### config.mk
export PLATFORM = sky130hd
export DESIGN_NAME = preemptive_priority_scheduler_core
export DESIGN_NICKNAME = d
export VERILOG_FILES = /design/src/hw/rtl/psch_pkg.sv /design/src/hw/rtl/psch_ctrl.sv /design/src/hw/rtl/psch_dp.sv /design/src/hw/rtl/preemptive_priority_scheduler_core.sv
export SDC_FILE = /design/constraint.sdc
export NUM_CORES = 2
export LEC_CHECK = 0
export ABC_CLOCK_PERIOD_IN_PS = 14410
export BUFFER_PORTS_ARGS = -buffer_cell sky130_fd_sc_hd__buf_2
export CAP_MARGIN = 40
export CORE_ASPECT_RATIO = 0.75
export CORE_UTILIZATION = 40
export CTS_CLUSTER_DIAMETER = 80
export DETAILED_ROUTE_END_ITERATION = 10
export GPL_ROUTABILITY_DRIVEN = 1
export GPL_TIMING_DRIVEN = 0
export PLACE_DENSITY = 0.63
export SLEW_MARGIN = 0
export SYNTH_ARGS = -nofsm -noshare
export SYNTH_HDL_FRONTEND = slang
export SYNTH_HIERARCHICAL = 1
export SYNTH_SLANG_ARGS = --single-unit
### constraint.sdc
create_clock -name clk -period 14.41 [get_ports clk]
set_clock_uncertainty 0.15 [all_clocks]
set_input_delay 2.882 -clock clk [delete_from_list [all_inputs] [get_ports clk]]
set_output_delay 2.882 -clock clk [all_outputs]
set_load 0.05 [all_outputs]
### src/hw/rtl/psch_pkg.sv
// ----------------------------------------------------------------------------
// psch_pkg
// Shared types and constants for the preemptive priority scheduler core.
// ----------------------------------------------------------------------------
`timescale 1ns / 1ps
`default_nettype none

package psch_pkg;

  localparam int SLOTS_DEF = 16;
  localparam int TIME_W    = 24;
  localparam int TASK_W    = 16;
  localparam int PRIO_W    = 8;
  localparam int ID_W      = 5;

  localparam logic [TIME_W-1:0] TIME_MAX = {TIME_W{1'b1}};

  // mode codes of an input word
  localparam logic [1:0] MODE_LOAD  = 2'd0;
  localparam logic [1:0] MODE_TICK  = 2'd1;
  localparam logic [1:0] MODE_CLEAR = 2'd2;

  typedef struct packed {
    logic [1:0]               mode;
    logic [TASK_W-1:0]        arrival_time;
    logic [TASK_W-1:0]        burst_time;
    logic signed [PRIO_W-1:0] priority_req;
  } in_word_t;

  typedef struct packed {
    logic [TIME_W-1:0] time_now;
    logic              ran_valid;
    logic [ID_W-1:0]   ran_id;
    logic              finished;
    logic [TIME_W-1:0] finish_time;
    logic [TIME_W-1:0] turnaround;
    logic [TIME_W-1:0] waiting;
    logic              all_done;
  } out_word_t;

  typedef enum logic {
    ST_IDLE,
    ST_COMMIT
  } state_t;

  typedef struct packed {
    logic load_en;
    logic clear_en;
    logic pick_en;
    logic commit_en;
  } cmd_t;

  typedef struct packed {
    logic table_full;
  } stat_t;

endpackage

`default_nettype wire

### src/hw/rtl/psch_ctrl.sv
// ----------------------------------------------------------------------------
// psch_ctrl
// Controller: takes input words and sequences load, clear, pick and commit.
// ----------------------------------------------------------------------------
`timescale 1ns / 1ps
`default_nettype none

module psch_ctrl (
  input  wire logic            clk,
  input  wire logic            rst_n,
  input  wire logic            start,
  input  wire logic [1:0]      mode,
  input  wire psch_pkg::stat_t stat,
  output logic                 busy,
  output psch_pkg::cmd_t       cmd
);

  psch_pkg::state_t state_r;
  psch_pkg::state_t state_nxt;
  logic             accept;

  assign accept = start && (state_r == psch_pkg::ST_IDLE);

  always_ff @(posedge clk) begin
    if (!rst_n) begin
      state_r <= psch_pkg::ST_IDLE;
    end else begin
      state_r <= state_nxt;
    end
  end

  always_comb begin
    state_nxt = state_r;
    unique case (state_r)
      psch_pkg::ST_IDLE: begin
        if (accept && (mode == psch_pkg::MODE_TICK)) begin
          state_nxt = psch_pkg::ST_COMMIT;
        end
      end
      psch_pkg::ST_COMMIT: begin
        state_nxt = psch_pkg::ST_IDLE;
      end
      default: begin
        state_nxt = psch_pkg::ST_IDLE;
      end
    endcase
  end

  always_comb begin
    busy          = 1'b0;
    cmd.load_en   = 1'b0;
    cmd.clear_en  = 1'b0;
    cmd.pick_en   = 1'b0;
    cmd.commit_en = 1'b0;
    unique case (state_r)
      psch_pkg::ST_IDLE: begin
        cmd.load_en  = accept && (mode == psch_pkg::MODE_LOAD) && !stat.table_full;
        cmd.clear_en = accept && (mode == psch_pkg::MODE_CLEAR);
        cmd.pick_en  = accept && (mode == psch_pkg::MODE_TICK);
      end
      psch_pkg::ST_COMMIT: begin
        busy          = 1'b1;
        cmd.commit_en = 1'b1;
      end
      default: begin
        busy = 1'b0;
      end
    endcase
  end

  a_pick_then_commit: assert property (@(posedge clk) disable iff (!rst_n)
    cmd.pick_en |=> cmd.commit_en)
    else $error("pick not followed by commit");

  a_single_commit: assert property (@(posedge clk) disable iff (!rst_n)
    cmd.commit_en |=> !cmd.commit_en)
    else $error("commit lasted more than one cycle");

  a_one_command: assert property (@(posedge clk) disable iff (!rst_n)
    $onehot0({cmd.load_en, cmd.clear_en, cmd.pick_en, cmd.commit_en}))
    else $error("more than one command at once");

endmodule

`default_nettype wire

### src/hw/rtl/psch_dp.sv
// ----------------------------------------------------------------------------
// psch_dp
// Datapath: task table, time counter, priority comparator tree and results.
// ----------------------------------------------------------------------------
`timescale 1ns / 1ps
`default_nettype none

module psch_dp #(
  parameter int SLOTS = psch_pkg::SLOTS_DEF
) (
  input  wire logic                clk,
  input  wire logic                rst_n,
  input  wire psch_pkg::cmd_t      cmd,
  input  wire psch_pkg::in_word_t  in_word,
  output psch_pkg::stat_t          stat,
  output logic                     out_strobe,
  output psch_pkg::out_word_t      out_word
);

  localparam int IDX_W  = $clog2(SLOTS);
  localparam int CNT_W  = $clog2(SLOTS + 1);
  localparam int LEAVES = 1 << IDX_W;
  localparam int TW     = psch_pkg::TIME_W;
  localparam int KW     = psch_pkg::TASK_W;

  typedef struct packed {
    logic                               vld;
    logic signed [psch_pkg::PRIO_W-1:0] prio;
    logic [KW-1:0]                      arr;
    logic [IDX_W-1:0]                   idx;
  } node_t;

  logic [KW-1:0]                      arrival_r [SLOTS];
  logic [KW-1:0]                      burst_r   [SLOTS];
  logic [KW-1:0]                      remain_r  [SLOTS];
  logic signed [psch_pkg::PRIO_W-1:0] prio_r    [SLOTS];

  logic [CNT_W-1:0]    count_r;
  logic [TW-1:0]       time_r;
  logic                pick_vld_r;
  logic [IDX_W-1:0]    pick_idx_r;
  logic                out_strobe_r;
  psch_pkg::out_word_t out_word_r;
  psch_pkg::out_word_t out_nxt;

  node_t         node [1:2*LEAVES-1];
  logic [TW-1:0] time_inc;
  logic [KW-1:0] arr_p;
  logic [KW-1:0] burst_p;
  logic [KW-1:0] remain_p;
  logic [TW-1:0] tat;
  logic          fin;
  logic          done;

  function automatic node_t better(input node_t l, input node_t r);
    logic take_r;
    take_r = r.vld && (!l.vld || (r.prio > l.prio) ||
                       ((r.prio == l.prio) && (r.arr < l.arr)));
    return take_r ? r : l;
  endfunction

  assign stat.table_full = (count_r == CNT_W'(SLOTS));

  // comparator tree over all slots, lower slot wins a full tie
  always_comb begin
    for (int k = 0; k < LEAVES; k++) begin
      node[LEAVES+k] = '0;
      if (k < SLOTS) begin
        node[LEAVES+k].vld  = (CNT_W'(k) < count_r) &&
                              ({{(TW-KW){1'b0}}, arrival_r[k]} <= time_r) &&
                              (remain_r[k] != '0);
        node[LEAVES+k].prio = prio_r[k];
        node[LEAVES+k].arr  = arrival_r[k];
        node[LEAVES+k].idx  = IDX_W'(k);
      end
    end
    for (int k = LEAVES - 1; k >= 1; k--) begin
      node[k] = better(node[2*k], node[2*k+1]);
    end
  end

  assign time_inc = (time_r == psch_pkg::TIME_MAX) ? time_r : time_r + TW'(1);
  assign arr_p    = arrival_r[pick_idx_r];
  assign burst_p  = burst_r[pick_idx_r];
  assign remain_p = remain_r[pick_idx_r];
  assign fin      = pick_vld_r && (remain_p == KW'(1));
  assign tat      = time_inc - {{(TW-KW){1'b0}}, arr_p};

  always_comb begin
    logic [KW-1:0] rem_after;
    done = 1'b1;
    for (int k = 0; k < SLOTS; k++) begin
      rem_after = remain_r[k];
      if (pick_vld_r && (pick_idx_r == IDX_W'(k))) begin
        rem_after = remain_r[k] - KW'(1);
      end
      if ((CNT_W'(k) < count_r) && (rem_after != '0)) begin
        done = 1'b0;
      end
    end
  end

  always_comb begin
    out_nxt             = '0;
    out_nxt.time_now    = time_inc;
    out_nxt.ran_valid   = pick_vld_r;
    out_nxt.ran_id      = pick_vld_r ? psch_pkg::ID_W'(32'(pick_idx_r) + 32'd1) : '0;
    out_nxt.finished    = fin;
    out_nxt.all_done    = done;
    if (fin) begin
      out_nxt.finish_time = time_inc;
      out_nxt.turnaround  = tat;
      out_nxt.waiting     = (tat >= {{(TW-KW){1'b0}}, burst_p}) ?
                            tat - {{(TW-KW){1'b0}}, burst_p} : '0;
    end
  end

  // task table, no reset: entries at or above the fill count are never used
  always_ff @(posedge clk) begin
    if (cmd.load_en) begin
      arrival_r[count_r[IDX_W-1:0]] <= in_word.arrival_time;
      burst_r[count_r[IDX_W-1:0]]   <= in_word.burst_time;
      remain_r[count_r[IDX_W-1:0]]  <= in_word.burst_time;
      prio_r[count_r[IDX_W-1:0]]    <= in_word.priority_req;
    end else if (cmd.commit_en && pick_vld_r) begin
      remain_r[pick_idx_r] <= remain_p - KW'(1);
    end
  end

  always_ff @(posedge clk) begin
    if (!rst_n) begin
      count_r      <= '0;
      time_r       <= '0;
      out_strobe_r <= 1'b0;
    end else begin
      out_strobe_r <= cmd.commit_en;
      if (cmd.clear_en) begin
        count_r <= '0;
        time_r  <= '0;
      end else begin
        if (cmd.load_en) begin
          count_r <= count_r + CNT_W'(1);
        end
        if (cmd.commit_en) begin
          time_r <= time_inc;
        end
      end
    end
  end

  always_ff @(posedge clk) begin
    if (cmd.pick_en) begin
      pick_vld_r <= node[1].vld;
      pick_idx_r <= node[1].idx;
    end
    if (cmd.commit_en) begin
      out_word_r <= out_nxt;
    end
  end

  assign out_strobe = out_strobe_r;
  assign out_word   = out_word_r;

  a_commit_strobes: assert property (@(posedge clk) disable iff (!rst_n)
    cmd.commit_en |=> out_strobe_r)
    else $error("commit gave no result word");

  a_finish_ran: assert property (@(posedge clk) disable iff (!rst_n)
    (out_strobe_r && out_word_r.finished) |-> out_word_r.ran_valid)
    else $error("finished reported on an idle tick");

  a_count_bound: assert property (@(posedge clk) disable iff (!rst_n)
    count_r <= CNT_W'(SLOTS))
    else $error("task count beyond table size");

endmodule

`default_nettype wire

### src/hw/rtl/preemptive_priority_scheduler_core.sv
// ----------------------------------------------------------------------------
// preemptive_priority_scheduler_core
// Priority scheduler over a table of loaded tasks, one tick per tick word.
// ----------------------------------------------------------------------------
// A word is taken when start is high and busy is low. Load and clear words
// complete in the cycle they are taken and give no result. A tick word picks
// its task through a comparator tree over every slot as it is taken, then
// holds busy through its write-back state; its result word is on out_word with
// out_strobe high for exactly one cycle, the cycle after that, and cannot be
// held off. A new word can be taken in that same cycle, but none while a tick
// is in its write-back state.
`timescale 1ns / 1ps
`default_nettype none

module preemptive_priority_scheduler_core #(
  parameter int SLOTS = psch_pkg::SLOTS_DEF
) (
  input  wire logic               clk,
  input  wire logic               rst_n,
  input  wire logic               start,
  output logic                    busy,
  input  wire psch_pkg::in_word_t in_word,
  output logic                    out_strobe,
  output psch_pkg::out_word_t     out_word
);

  psch_pkg::cmd_t  cmd;
  psch_pkg::stat_t stat;

  psch_ctrl u_ctrl (
    .clk   (clk),
    .rst_n (rst_n),
    .start (start),
    .mode  (in_word.mode),
    .stat  (stat),
    .busy  (busy),
    .cmd   (cmd)
  );

  psch_dp #(
    .SLOTS (SLOTS)
  ) u_dp (
    .clk        (clk),
    .rst_n      (rst_n),
    .cmd        (cmd),
    .in_word    (in_word),
    .stat       (stat),
    .out_strobe (out_strobe),
    .out_word   (out_word)
  );

endmodule

`default_nettype wire
Word level (Yosys, flattened, before mapping)
Memories as Yosys holds them, arrays and structs flattened. A register that Yosys moved wholly into a read port is not among the register bits. Index checks and enable logic that the tools add are counted.

Register bits after elaboration: 140. Bits in writable memories: 896. Bits of input ports: 45. Output and inout port bits: 106. Logic and storage cells: 373. Memories kept: 4.

$add $sub $neg: 22. $lt $le $gt $ge: 63. Equality and inequality tests: 35. Mux-type cells: 48. Bitwise logic cells: 2. Reductions and logical operators: 185.

Memory list: u_dp.arrival_r (words 16, bits a word 16, read ports 17, clocked after memory_dff 1, wr ports 1, line psch_dp.sv:33) `logic [KW-1:0] arrival_r [SLOTS];`; u_dp.burst_r (words 16, bits a word 16, read ports 1, clocked after memory_dff 1, wr ports 1, line psch_dp.sv:34) `logic [KW-1:0] burst_r [SLOTS];`; u_dp.remain_r (words 16, bits a word 16, read ports 17, clocked after memory_dff 1, wr ports 1, line psch_dp.sv:35) `logic [KW-1:0] remain_r [SLOTS];`; u_dp.prio_r (words 16, bits a word 8, read ports 16, clocked after memory_dff 0, wr ports 1, line psch_dp.sv:36) `logic signed [psch_pkg::PRIO_W-1:0] prio_r [SLOTS];`.

Operators by type and width (count): 16-bit nonzero test (32); 29-bit two-way mux (15); 16-bit by 24-bit less-or-equal comparator with 1-bit output (16); 16-bit two-way mux (17); 16-bit by 1-bit subtractor with 16-bit output (second input constant) (17); 16-bit < comparator (15); 8-bit == test (15); 8-bit greater-than comparator (15); 1-bit logical AND (101); 24-bit by 16-bit subtractor with 24-bit output (2); 4-bit by 5-bit < comparator with 1-bit output (first input constant) (8); 4-bit == test (second input constant) (8); 1-bit logical OR (30); 24-bit by 1-bit adder with 24-bit output (second input constant) (1); 24-bit == test (second input constant) (1); 24-bit by 16-bit >= comparator with 1-bit output (1); 24-bit two-way mux (1); 3-bit by 5-bit < comparator with 1-bit output (first input constant) (4); 16-bit by 1-bit == test with 1-bit output (second input constant) (1); 4-bit by 3-bit == test with 1-bit output (second input constant) (4); 1-bit logical NOT (16); 4-bit two-way mux (4); 16-bit OR reduction (1); 15-bit OR reduction (1); 17 further kinds (29).

Longest topological paths before layout
An unclocked memory read counts as a cell.

Depth after elaboration: 25. Mapped depth: 56. Mapped depth without buffers: 51.

Cells and area by module
Netlist, hierarchy kept.

Modules (own cells, without submodules): psch_dp (instances 1, cells each 4966, area each 62301.0 µm², sequential area each 30859.6 µm²); psch_ctrl (instances 1, cells each 8, area each 90.1 µm², sequential area each 20.0 µm²).

Least setup slack after synthesis
OpenSTA, ideal clock, no wires.

Kind: flip-flop to flip-flop. Start point: register u_dp.time_r[10]. End point: register u_dp.pick_idx_r[1] (data pin). Library setup time: 0.256 ns. Arrival: 9.976 ns. Data required time: 14.004 ns. Setup slack: 4.028 ns. Stages on the path, launching flop included: 53. Path buffers: 5. Period minus slack after synthesis: 10.382 ns. Cells stage by stage: dfxtp_1 clkinv_1 ha_1 and3_1 a221o_1 a221oi_1 a211o_1 and4_1 or2_1 buf_2 buf_1 mux2i_1 inv_1 ha_1 a21o_1 a21oi_1 nor2b_1 or3_1 [17 not listed] buf_2 buf_4 nand2_1 o21ai_1 ha_1 nor2b_1 o21a_1 o21ai_0 nand2b_1 a21oi_1 nor2b_1 o21ai_0 a31oi_1 a21oi_1 o21ai_0 a41oi_1 o221a_2 a21oi_1.

RTL lines: from (decl) (line psch_dp.sv:39) `logic [TW-1:0] time_r;`; from (signal assigned) (line psch_dp.sv:145) `time_r <= time_inc;`; to (signal assigned) (line psch_dp.sv:154) `pick_idx_r <= node[1].idx;`; to (decl) (line psch_dp.sv:41) `logic [IDX_W-1:0] pick_idx_r;`.

==> impl_metrics.py <==
metrics = {
    "global_route": {
        "grt_pass1_vias": 43200,
        "overflow": 0,
        "grt_first_pass_wirelength_um": 319000,
        "grtUsageTotal": 0.283,
        "antenna_found_initial": 14,
        "grt_max_degree": 65,
    },
    "synth": {
        "syn-cell-area_um2": 62400,
        "synthCells": 4974,
        "synth.area.mux_share": 0.120,
        "ys_types": 119,
        "syn_area_per_cell_um2": 12.5,
        "syn_nets": 5677,
        "yosys_register_bits": 1040,
        "synth-seq-area-share": 0.495,
        "yosysWarnings": 6,
        "async_flop_share": 0,
        "synth_adder_area_share": 0.132,
        "synth-compound-area-share": 0.0986,
        "synth_edf_count": 1005,
        "synth-xor-area-share": 0.0164,
        "synth_top_family_by_area": "adder cells",
        "ys.flop_type": "edfxtp_1",
        "synth-simple-area-share": 0.102,
    },
    "setup_path": {
        "worstPathRequired_ns": 14.72,
        "crit_slowest_cell": "a211oi_1",
        "timing.rr.end": "u_dp/pick_idx_r[1]",
        "path_class": "reg -> reg",
        "reg2reg_from": "u_dp/time_r[14]",
        "crit_path_start_kind": "flop",
        "r2r_cells": 48,
        "critPathArrivalTime_ns": 14.35,
        "endpoint_kind": "flop",
        "r2r_slack_ns": 0.37,
        "max_stage_delay_ns": 0.71,
        "critPathMaxFanout": 13,
    },
    "die": {
        "io_pins": 151,
        "dieWidth_um": 458,
        "die_h_um": 344,
        "dieArea_um2": 158000,
        "start_util": 0.403,
        "core_um2": 155000,
        "std_cell_rows": 125,
    },
    "route": {
        "avgRoutedWirePerCell_um": 30.2,
        "wl_um": 227000,
        "initialDrtViolationCount": 6405,
        "route.detailed.drc": 0,
        "vias": 46700,
        "viasPerCell": 6.23,
        "postRouteAntennaNets": 0,
        "firstDrtPassIters": 6,
    },
    "job": {
        "drv_cap": 0,
    },
    "power": {
        "switching_share": 0.234,
        "p_per_area_nw_per_um2": 92.6,
        "peakVddDrop_uv": 99.8,
        "clkPwrFrac": 0.431,
        "p_leak_nw": 27.3,
        "p_sw_mw": 1.54,
        "power.internal_mw": 5.05,
        "p_total_mw": 6.60,
        "power_frac_seq": 0.506,
        "p_comb_frac": 0.063,
    },
    "sta": {
        "fmax_mhz": 71.2,
        "setup_viol": 0,
        "hold_viol": 0,
        "period_needed_ns": 14.04,
        "fin_crit_sh": 0.975,
        "tightest_slew_ns": 1.03,
        "rsz0062_at_grt": "no",
        "max_slew_margin": 0.311,
        "final_max_slew_viol_count": 0,
        "setup_slack_ns": 0.367,
    },
    "clock_tree": {
        "cts_buffers": 108,
        "cts-root-buf": "clkbuf_16",
        "path_clk_slew_ns": 0.06,
        "cts_setup_buffers": 0,
        "h-tree-depth": 3,
        "ctsHoldBuffers": 0,
        "clk_path_buf_depth": 3,
        "cts_tree": "built",
        "insertion_delay_ns": 0.78,
        "cts_sinks": 1040,
    },
    "final_layout": {
        "drive_gt1_frac": 0.159,
        "fin_area_um2": 71200,
        "regArea_um2": 30900,
        "fin_util": 0.460,
        "fin_nets": 6069,
        "fillCellCount": 13800,
        "multi_input_area_um2": 29400,
        "area_growth_pct": 14.1,
    },
    "hold_path": {
        "holdPathEnd": "u_dp/time_r[8]",
        "hp-class": "reg -> reg",
        "min_from": "u_dp/time_r[8]",
        "holdPathStages": 2,
    },
    "placed_design": {
        "portBuffers": 150,
        "dp_hpwl_um": 178000,
        "place_congestion": 1.01,
        "detailedPlace.worstSlack_ns": 0.467,
        "placedInstanceArea_um2": 67600,
    },
    "outcome": {
        "status": "completed",
    },
}
## routing by layer
layer	track usage	wire (µm)
met3	0.0944	31100
met5	0	69
met2	0.390	89800
met4	0.0723	6700
met1	0.422	98900
## through the flow
step	setup TNS, ns	instances	hold slack (ns)
6_report	0	7492	0.355
5_1_grt	0	7484	0.399
4_1_cts	0	7479	0.353
3_5_place_dp	0	7284	0.345
3_3_place_gp	-0.00344	7156	0.341
2_1_floorplan	0	4974	0.321
## worst max-delay path by stage
stage | from | end | slack (ns) | cells past startpoint
after CTS | u_dp/time_r[10] | u_dp/pick_idx_r[1] | 0.37 | 51
final | u_dp/time_r[14] | u_dp/pick_idx_r[1] | 0.37 | 48
after floorplan | u_dp/time_r[10] | u_dp/pick_idx_r[1] | 4.03 | 52
after global routing | u_dp/time_r[14] | u_dp/pick_idx_r[1] | 0.15 | 48
after detailed placement | u_dp/time_r[10] | u_dp/pick_idx_r[1] | 0.47 | 51
after global placement | u_dp/time_r[10] | u_dp/pick_idx_r[1] | -0.003 | 46
## logic make-up (layout without fill, tap and decap cells)
group	count (synthesis)	count (layout)
AO/OA/AOI/OAI	950	950
XOR/XNOR	114	114
flip-flops	1040	1040
AND/OR/NAND/NOR	1212	1212
multiplexers	441	441
adder cells (fa/ha/maj)	659	659
buffers and inverters	558	1035
other	0	9
## cells in the final DEF, fill, tap and decap left out, types with 33 or more instances in the layout
| cell type | count |
|---|---|
| and3_1 | 35 |
| nand3_1 | 102 |
| a21oi_1 | 270 |
| nor4_1 | 45 |
| inv_1 | 411 |
| dfxtp_1 | 34 |
| nor2b_1 | 74 |
| a21o_1 | 73 |
| buf_4 | 39 |
| xnor2_1 | 72 |
| nand4_1 | 126 |
| nand2b_1 | 34 |
| nor2_1 | 276 |
| o211ai_1 | 33 |
| clkbuf_1 | 92 |
| edfxtp_1 | 1005 |
| mux2i_1 | 170 |
| buf_2 | 192 |
| clkbuf_16 | 110 |
| xor2_1 | 40 |
| ha_1 | 656 |
| o21ai_1 | 33 |
| buf_8 | 37 |
| nor3_1 | 78 |
| nand2_1 | 242 |
| mux4_2 | 240 |
| a211oi_1 | 41 |
| o21a_1 | 33 |
| o21ai_0 | 195 |
## cell type report
cell class | count | share of cell area
flip-flops and latches | 1040 | 0.434
multi-input cells | 3376 | 0.413
clock buffers | 144 | 0.0414
repair buffers | 283 | 0.0364
well taps | 2032 | 0.0357
inverters | 414 | 0.0219
plain buffers | 143 | 0.00933
clock inverters | 51 | 0.00810
diodes | 9 | 0.000316
## worst max-delay path, delay by kind of cell, from the launching register on
kind            cells  cell delay, ns
compound gates     21            5.57
fa+ha+maj           4            1.25
buf+inv             8            2.19
flops               1            0.64
mux                 2            0.74
simple gates       13            3.14
## power by group through the flow
stage	Clock (mW)	Combinational, mW	Sequential (mW)
floorplan	0	0.206	3.41
global placement	0	0.383	3.40
detailed placement	0	0.409	3.40
CTS	2.88	0.410	3.33
global route	2.99	0.437	3.33
finish	2.84	0.418	3.33
## cells in the mapped netlist (28+ instances only)
cell	n	area, µm²
nand2b_1	34	213
and2_1	39	244
buf_2	30	150
edfxtp_1	1005	30200
a21o_1	73	548
nand2_1	242	908
a211oi_1	41	308
a31oi_1	28	175
o21ai_1	34	170
xnor2_1	72	631
nor2_1	286	1070
a21oi_1	270	1350
o21ai_0	205	1030
mux2i_1	170	1700
xor2_1	40	350
nor2b_1	74	463
o31a_1	29	254
and3_1	39	244
nor3_1	78	390
o211ai_1	33	248
buf_1	31	116
nand4_1	126	788
mux4_2	240	5410
o31ai_1	28	210
ha_1	656	8210
dfxtp_1	35	701
o21a_1	33	248
inv_1	411	1540
nand3_1	102	510
nor4_1	45	282
clkbuf_1	68	255
## flip-flops by register name (all words and copies together) (netlist names), named ones only
name,cells
u_ctrl/state_r,1
u_dp/arrival_r,256
u_dp/burst_r,256
u_dp/count_r,5
u_dp/out_strobe,1
u_dp/out_word,104
u_dp/pick_idx_r,4
u_dp/pick_vld_r,1
u_dp/prio_r,128
u_dp/remain_r,256
u_dp/time_r,24
## what timing repair did
action | in CTS | in global routing
resized for setup | 0 | 7
setup endpoints to repair | 0 | 7
endpoints found under the hold margin | 0 | 0
Note: power is estimated with default switching activity, not from simulation.
